$ cat config.mk
export PLATFORM = sky130hd
export DESIGN_NAME = http_chunked_body_decoder
export DESIGN_NICKNAME = d
export VERILOG_FILES = /design/src/rtl/core/hcbd_pkg.sv /design/src/rtl/core/hcbd_step.sv /design/src/rtl/core/hcbd_out_reg.sv /design/src/rtl/core/http_chunked_body_decoder.sv
export SDC_FILE = /design/constraint.sdc
export NUM_CORES = 1
export LEC_CHECK = 0
export BUFFER_PORTS_ARGS = -buffer_cell sky130_fd_sc_hd__buf_2
export CORE_MARGIN = 1.5
export CORE_UTILIZATION = 30
export DETAILED_ROUTE_END_ITERATION = 6
export GPL_ROUTABILITY_DRIVEN = 0
export PLACE_DENSITY = 0.54
export RECOVER_POWER = 50
export REMOVE_ABC_BUFFERS = 1
export SYNTH_ARGS = -nofsm -noshare
export SYNTH_HDL_FRONTEND = slang
export SYNTH_SLANG_ARGS = --single-unit
$ cat constraint.sdc
create_clock -name clk_i -period 3.25 [get_ports clk_i]
set_clock_uncertainty 0.1 [all_clocks]
set_input_delay 0.8125 -clock clk_i [delete_from_list [all_inputs] [get_ports clk_i]]
set_output_delay 0.8125 -clock clk_i [all_outputs]
set_load 0.01 [all_outputs]
$ cat src/rtl/core/hcbd_pkg.sv
// Shared constants, types and helpers of the HTTP chunked body decoder.
package hcbd_pkg;

  localparam int unsigned SIZE_BITS = 40;

  // decoder phases
  localparam logic [2:0] PH_SIZE  = 3'd0;
  localparam logic [2:0] PH_DATA  = 3'd1;
  localparam logic [2:0] PH_CEND  = 3'd2;
  localparam logic [2:0] PH_TRAIL = 3'd3;
  localparam logic [2:0] PH_DONE  = 3'd4;
  localparam logic [2:0] PH_ERROR = 3'd5;

  // result kinds
  localparam logic [1:0] KIND_DATA = 2'd0;
  localparam logic [1:0] KIND_DONE = 2'd1;
  localparam logic [1:0] KIND_OVF  = 2'd2;

  // characters
  localparam logic [7:0] CH_LF    = 8'h0A;
  localparam logic [7:0] CH_CR    = 8'h0D;
  localparam logic [7:0] CH_ZERO  = 8'h30;
  localparam logic [7:0] CH_NINE  = 8'h39;
  localparam logic [7:0] CH_UA    = 8'h41;
  localparam logic [7:0] CH_UF    = 8'h46;
  localparam logic [7:0] CH_LA    = 8'h61;
  localparam logic [7:0] CH_LF_HEX = 8'h66;
  localparam logic [7:0] HEX_TEN  = 8'd10;

  typedef struct packed {
    logic       valid;
    logic [1:0] kind;
    logic [7:0] data;
    logic       last;
  } result_t;

  // {is_hex, value}
  function automatic logic [4:0] hex_decode(logic [7:0] c);
    logic [7:0] d;
    logic       ok;
    d  = 8'd0;
    ok = 1'b0;
    if (c >= CH_ZERO && c <= CH_NINE) begin
      d  = c - CH_ZERO;
      ok = 1'b1;
    end else if (c >= CH_LA && c <= CH_LF_HEX) begin
      d  = c - CH_LA + HEX_TEN;
      ok = 1'b1;
    end else if (c >= CH_UA && c <= CH_UF) begin
      d  = c - CH_UA + HEX_TEN;
      ok = 1'b1;
    end
    return {ok, d[3:0]};
  endfunction

endpackage

$ cat src/rtl/core/hcbd_step.sv
// Decoder state and the per-byte next-state and result logic.
module hcbd_step (
  input  logic                    clk_i,
  input  logic                    rst_ni,
  input  logic                    fire_i,
  input  logic [7:0]              in_byte_i,
  input  logic                    new_body_i,
  output hcbd_pkg::result_t       res_o
);

  logic [2:0]                     phase_q, phase_d;
  logic [hcbd_pkg::SIZE_BITS-1:0] rem_q, rem_d;
  logic                           hex_ended_q, hex_ended_d;
  logic                           nonempty_q, nonempty_d;

  logic [2:0]                     phase_c;
  logic [hcbd_pkg::SIZE_BITS-1:0] rem_c;
  logic                           hex_ended_c;
  logic                           nonempty_c;
  logic [4:0]                     hex;
  logic                           is_lf;
  logic                           is_cr;

  assign hex   = hcbd_pkg::hex_decode(in_byte_i);
  assign is_lf = (in_byte_i == hcbd_pkg::CH_LF);
  assign is_cr = (in_byte_i == hcbd_pkg::CH_CR);

  always_comb begin
    // new_body clears the state before this byte is handled
    if (new_body_i) begin
      phase_c     = hcbd_pkg::PH_SIZE;
      rem_c       = '0;
      hex_ended_c = 1'b0;
      nonempty_c  = 1'b0;
    end else begin
      phase_c     = phase_q;
      rem_c       = rem_q;
      hex_ended_c = hex_ended_q;
      nonempty_c  = nonempty_q;
    end

    phase_d     = phase_c;
    rem_d       = rem_c;
    hex_ended_d = hex_ended_c;
    nonempty_d  = nonempty_c;
    res_o       = '0;

    unique case (phase_c)
      hcbd_pkg::PH_SIZE: begin
        if (is_lf) begin
          hex_ended_d = 1'b0;
          nonempty_d  = 1'b0;
          phase_d     = (rem_c == '0) ? hcbd_pkg::PH_TRAIL : hcbd_pkg::PH_DATA;
        end else if (!is_cr && !hex_ended_c) begin
          if (!hex[4]) begin
            hex_ended_d = 1'b1;
          end else if (rem_c[hcbd_pkg::SIZE_BITS-1 -: 4] != 4'd0) begin
            phase_d    = hcbd_pkg::PH_ERROR;
            res_o.valid = 1'b1;
            res_o.kind  = hcbd_pkg::KIND_OVF;
          end else begin
            rem_d = {rem_c[hcbd_pkg::SIZE_BITS-5:0], hex[3:0]};
          end
        end
      end
      hcbd_pkg::PH_DATA: begin
        res_o.valid = 1'b1;
        res_o.kind  = hcbd_pkg::KIND_DATA;
        res_o.data  = in_byte_i;
        res_o.last  = (rem_c[hcbd_pkg::SIZE_BITS-1:1] == '0);
        if (rem_c != '0) rem_d = rem_c - {{(hcbd_pkg::SIZE_BITS-1){1'b0}}, 1'b1};
        if (res_o.last) phase_d = hcbd_pkg::PH_CEND;
      end
      hcbd_pkg::PH_CEND: begin
        if (is_lf) begin
          rem_d       = '0;
          hex_ended_d = 1'b0;
          phase_d     = hcbd_pkg::PH_SIZE;
        end
      end
      hcbd_pkg::PH_TRAIL: begin
        if (is_lf) begin
          if (!nonempty_c) begin
            phase_d     = hcbd_pkg::PH_DONE;
            res_o.valid = 1'b1;
            res_o.kind  = hcbd_pkg::KIND_DONE;
          end else begin
            nonempty_d = 1'b0;
          end
        end else if (!is_cr) begin
          nonempty_d = 1'b1;
        end
      end
      default: begin
        // done, error and unused codes swallow every byte
      end
    endcase
  end

  always_ff @(posedge clk_i or negedge rst_ni) begin
    if (!rst_ni) begin
      phase_q     <= hcbd_pkg::PH_SIZE;
      rem_q       <= '0;
      hex_ended_q <= 1'b0;
      nonempty_q  <= 1'b0;
    end else if (fire_i) begin
      phase_q     <= phase_d;
      rem_q       <= rem_d;
      hex_ended_q <= hex_ended_d;
      nonempty_q  <= nonempty_d;
    end
  end

endmodule

$ cat src/rtl/core/hcbd_out_reg.sv
// Result register on the output channel.
module hcbd_out_reg (
  input  logic              clk_i,
  input  logic              rst_ni,
  input  logic              load_i,
  input  hcbd_pkg::result_t res_i,
  output logic              free_o,
  output logic              out_valid_o,
  input  logic              out_ready_i,
  output logic [1:0]        result_kind_o,
  output logic [7:0]        data_byte_o,
  output logic              chunk_last_o
);

  logic              valid_q;
  hcbd_pkg::result_t res_q;

  // slot can take a new result this cycle if empty or being drained
  assign free_o = !valid_q || out_ready_i;

  always_ff @(posedge clk_i or negedge rst_ni) begin
    if (!rst_ni) begin
      valid_q <= 1'b0;
    end else if (load_i) begin
      valid_q <= 1'b1;
    end else if (out_ready_i) begin
      valid_q <= 1'b0;
    end
  end

  always_ff @(posedge clk_i) begin
    if (load_i) res_q <= res_i;
  end

  assign out_valid_o   = valid_q;
  assign result_kind_o = res_q.kind;
  assign data_byte_o   = res_q.data;
  assign chunk_last_o  = res_q.last;

endmodule

$ cat src/rtl/core/http_chunked_body_decoder.sv
// Top level of the HTTP chunked body decoder.
//
//   channel  direction  handshake                 payload
//   in       input      in_valid_i / in_ready_o   in_byte_i, new_body_i
//   out      output     out_valid_o / out_ready_i result_kind_o, data_byte_o, chunk_last_o
//
// One byte per cycle while results can be taken: a byte is held in the input register,
// is decoded against the phase and size counter, and its result (if any) lands in the
// output register, which drives out_valid_o.
// Reset returns the decoder to the size line phase with a zero count.
// A stalled output only holds the input register when the waiting byte
// produces a result; bytes with no result keep flowing.
module http_chunked_body_decoder (
  input  logic       clk_i,
  input  logic       rst_ni,
  input  logic       in_valid_i,
  output logic       in_ready_o,
  input  logic [7:0] in_byte_i,
  input  logic       new_body_i,
  output logic       out_valid_o,
  input  logic       out_ready_i,
  output logic [1:0] result_kind_o,
  output logic [7:0] data_byte_o,
  output logic       chunk_last_o
);

  logic              s1_valid_q;
  logic [7:0]        s1_byte_q;
  logic              s1_new_q;
  logic              s1_fire;
  logic              out_free;
  hcbd_pkg::result_t res;

  assign s1_fire    = s1_valid_q && (!res.valid || out_free);
  assign in_ready_o = !s1_valid_q || s1_fire;

  always_ff @(posedge clk_i or negedge rst_ni) begin
    if (!rst_ni) begin
      s1_valid_q <= 1'b0;
    end else if (in_ready_o) begin
      s1_valid_q <= in_valid_i;
    end
  end

  always_ff @(posedge clk_i) begin
    if (in_valid_i && in_ready_o) begin
      s1_byte_q <= in_byte_i;
      s1_new_q  <= new_body_i;
    end
  end

  hcbd_step u_step (
    .clk_i      (clk_i),
    .rst_ni     (rst_ni),
    .fire_i     (s1_fire),
    .in_byte_i  (s1_byte_q),
    .new_body_i (s1_new_q),
    .res_o      (res)
  );

  hcbd_out_reg u_out (
    .clk_i         (clk_i),
    .rst_ni        (rst_ni),
    .load_i        (s1_fire && res.valid),
    .res_i         (res),
    .free_o        (out_free),
    .out_valid_o   (out_valid_o),
    .out_ready_i   (out_ready_i),
    .result_kind_o (result_kind_o),
    .data_byte_o   (data_byte_o),
    .chunk_last_o  (chunk_last_o)
  );

endmodule

==> metrics.cfg <==
[placed_design]
numPortBuffers = 25
place_ws_ns = -0.139
dp_hpwl_mm = 11.7

[critical_path]
cp-start-kind = register
crit_path_max_fanout = 6
worstPathRequired_ns = 2.34
crit_start = s1_byte_q[0]
cp.arrival_ns = 2.38
worst-setup-path-type = register to primary output
reg2reg_from = s1_byte_q[0]
worstSetupEndpointType = primary output

[timing]
timing.fmax_mhz = 304
hold_viol_final = 0
finalMaxSlewViolations = 0
worstMarginPinSlew_ns = 1.27
worst_slack_ns = -0.0430
setup_violations = 1
rsz0062_at_grt = yes
timing.hold.ws_ns = 0.407
post-route-period-util_pct = 101
slew_headroom_pct = 15.5
period_needed_ns = 3.29

[logic_synthesis]
synth_simple_gate_area_share_pct = 24.4
syn_area_mm2 = 0.00480
avgSynthCellArea_um2 = 8.54
ys_warn_count = 0
yosysTopAreaCellShare_pct = 24.5
synthAdderAreaFrac_pct = 1.30
synth_xor_area_share_pct = 1.28
synth-edff-count = 20
syn_inst = 562
ys_seq_area_share_pct = 37.0
synth.area.top_cells = dfrtp_1 (25%), edfxtp_1 (13%), o21ai_0 (4.9%), a21oi_1 (4.2%), nand2_1 (4.1%)
synth-compound-area-share_pct = 30.3
ys.flop_type = dfrtp_1
synth.largest_area_cell = dfrtp_1
synth_seq_cells = 67
synth-async-reset-ratio_pct = 70.1
synth_top_family_by_area = compound AO/OA/AOI/OAI gates
synthMuxAreaShare_pct = 0.652
ys_types = 81

[cells_and_area]
final_cell_mix = nand2_1 (52), buf_4 (50), nor2_1 (47), dfrtp_1 (47), o21ai_0 (45)
layout-drive-gt1-share_pct = 18.6
fill_cells = 1643
final_common_cell = nand2_1
area_growth_pct = 21.2
nets = 626
n_antenna_cell = 0
final_core_util_pct = 36.9

[clock_network]
clock_sinks = 67
insertion_delay_ns = 0.35
cts.htree.levels = 3
hold_buffers = 0
cts_root_buf = clkbuf_16
clk_pin_slew_ns = 0.06
cts_max_path_buffers = 2
cts_buffers = 9
cts_tree = built

[route]
post_drt_via_cell_ratio = 6.09
wl_mm = 16.7
first_pass_iters = 5
drtAntennaViolNets = 0
drt_iter0_markers = 571
drc = 0
via_count = 5052
wl_per_cell_um = 20.2

[status]
status = finished, violations left
violations = setup timing

[die]
rows = 46
die_area_mm2 = 0.0168
io_pins = 26
die_y_um = 129
die_x_um = 129
coreArea_mm2 = 0.0158
start_util_pct = 30.4

[pwr]
power_mw = 2.91
power.density_mw_per_mm2 = 501
p_leak_nw = 2.32
peakVddDrop_uv = 244

[global_routing]
grt_max_degree = 48
grt.overflow.total = 0
track_usage_pct = 20.8
gr-usage-met3_pct = 4.21
antenna_found_initial = 0
grt.met1_usage_pct = 27.3
grt_pass1_wl_mm = 26.8
grt_pass1_vias = 4875
use_met2_pct = 32.3
grt-busiest-layer = met2

[hold_path]
hold_path.startpoint = u_step.hex_ended_q
hp-class = register to register

[run]
maxCapViolations = 0

==> through the flow <==
stage	area [µm²]	instances	setup TNS, ns
floorplan	4610	520	-11.70
global placement	5360	805	-0.0495
detailed placement	5360	805	-0.139
CTS	5730	823	-0.0662
global route	5820	829	-0.164
finish	5820	829	-0.0430
==> what timing repair did <==
action	4_1_cts	5_1_grt
buffers inserted	2	6
gates resized for setup	9	10
endpoints found under the setup margin	2	10
pin swaps	3	7
==> path summary, 6_finish.rpt <==
check | endpoint | slack (ns) | cells after the start
worst max-delay path | in_ready_o | -0.04 | 9
worst min register to register | u_step.hex_ended_q | 0.41 | 2
max in group asynchronous | u_step.phase_q[2] | 1.57 | 2
worst max register to register | u_step.rem_q[8] | 0.13 | 11
worst min-delay path | u_step.hex_ended_q | 0.41 | 2
min in group asynchronous | u_step.rem_q[20] | 0.72 | 2
==> routing by layer <==
layer,part of all wire [%],vias up
met5,0,-
met4,4.3,0
met3,6.7,65
met2,46,234
met1,43,2481
li1,-,2272
==> worst max-delay path, cell delays in order (launching register included) <==
cell and delay, ns:
edfxtp_1 0.39, buf_4 0.17, ha_1 0.21, buf_4 0.16, o311a_1 0.34, o2111a_2 0.31
a31oi_4 0.16, nor2_1 0.06, nand2_1 0.09, buf_2 0.14
==> layout make-up <==
cell class | count | area [µm²] | area share (%)
inverters | 14 | 52.6 | 0.904
clock inverters | 7 | 101 | 1.74
multi-input cells | 439 | 2880 | 49.5
well taps | 216 | 270 | 4.65
clock buffers | 9 | 225 | 3.87
repair buffers | 77 | 512 | 8.80
flip-flops and latches | 67 | 1780 | 30.6
==> kinds of logic (layout without fill, tap and decap cells) <==
logic type | count (synthesis) | in the layout
AND/OR/NAND/NOR | 216 | 216
XOR/XNOR | 7 | 7
AO/OA/AOI/OAI | 208 | 208
buffers and inverters | 56 | 107
adder cells (fa/ha/maj) | 5 | 5
flip-flops | 67 | 67
multiplexers | 3 | 3
==> synth_stat cells (4+ instances only) <==
cell and count:
or3_1 7, nand4_1 8, a41oi_1 4, o31ai_1 9
nand2_1 52, a22oi_1 15, and3_1 8, o221ai_1 5
dfrtp_1 47, inv_1 14, nor4_1 17, a211oi_1 4
o211ai_1 5, nand3_1 13, a31oi_1 5, a221o_1 5
xnor2_1 5, edfxtp_1 20, clkbuf_1 29, a32oi_1 4
ha_1 5, a21oi_1 40, a22o_1 4, o22ai_1 5
o21ai_0 47, nor2_1 47, a21o_1 7, buf_2 8
nor2b_1 6, nor3_1 28
==> flip-flops by register name, indices dropped and copies added, names as in the netlist <==
register             flops
s1_byte_q                8
s1_new_q                 1
s1_valid_q               1
u_out.chunk_last_o       1
u_out.data_byte_o        8
u_out.out_valid_o        1
u_out.result_kind_o      2
u_step.hex_ended_q       1
u_step.nonempty_q        1
u_step.phase_q           3
u_step.rem_q            40
==> power by group <==
group	total, mW	switching [mW]	internal (mW)
Sequential	0.964	0.0624	0.902
Combinational	0.873	0.528	0.345
Clock	1.08	0.401	0.676
No activity file was read; power rests on OpenSTA's default activity.
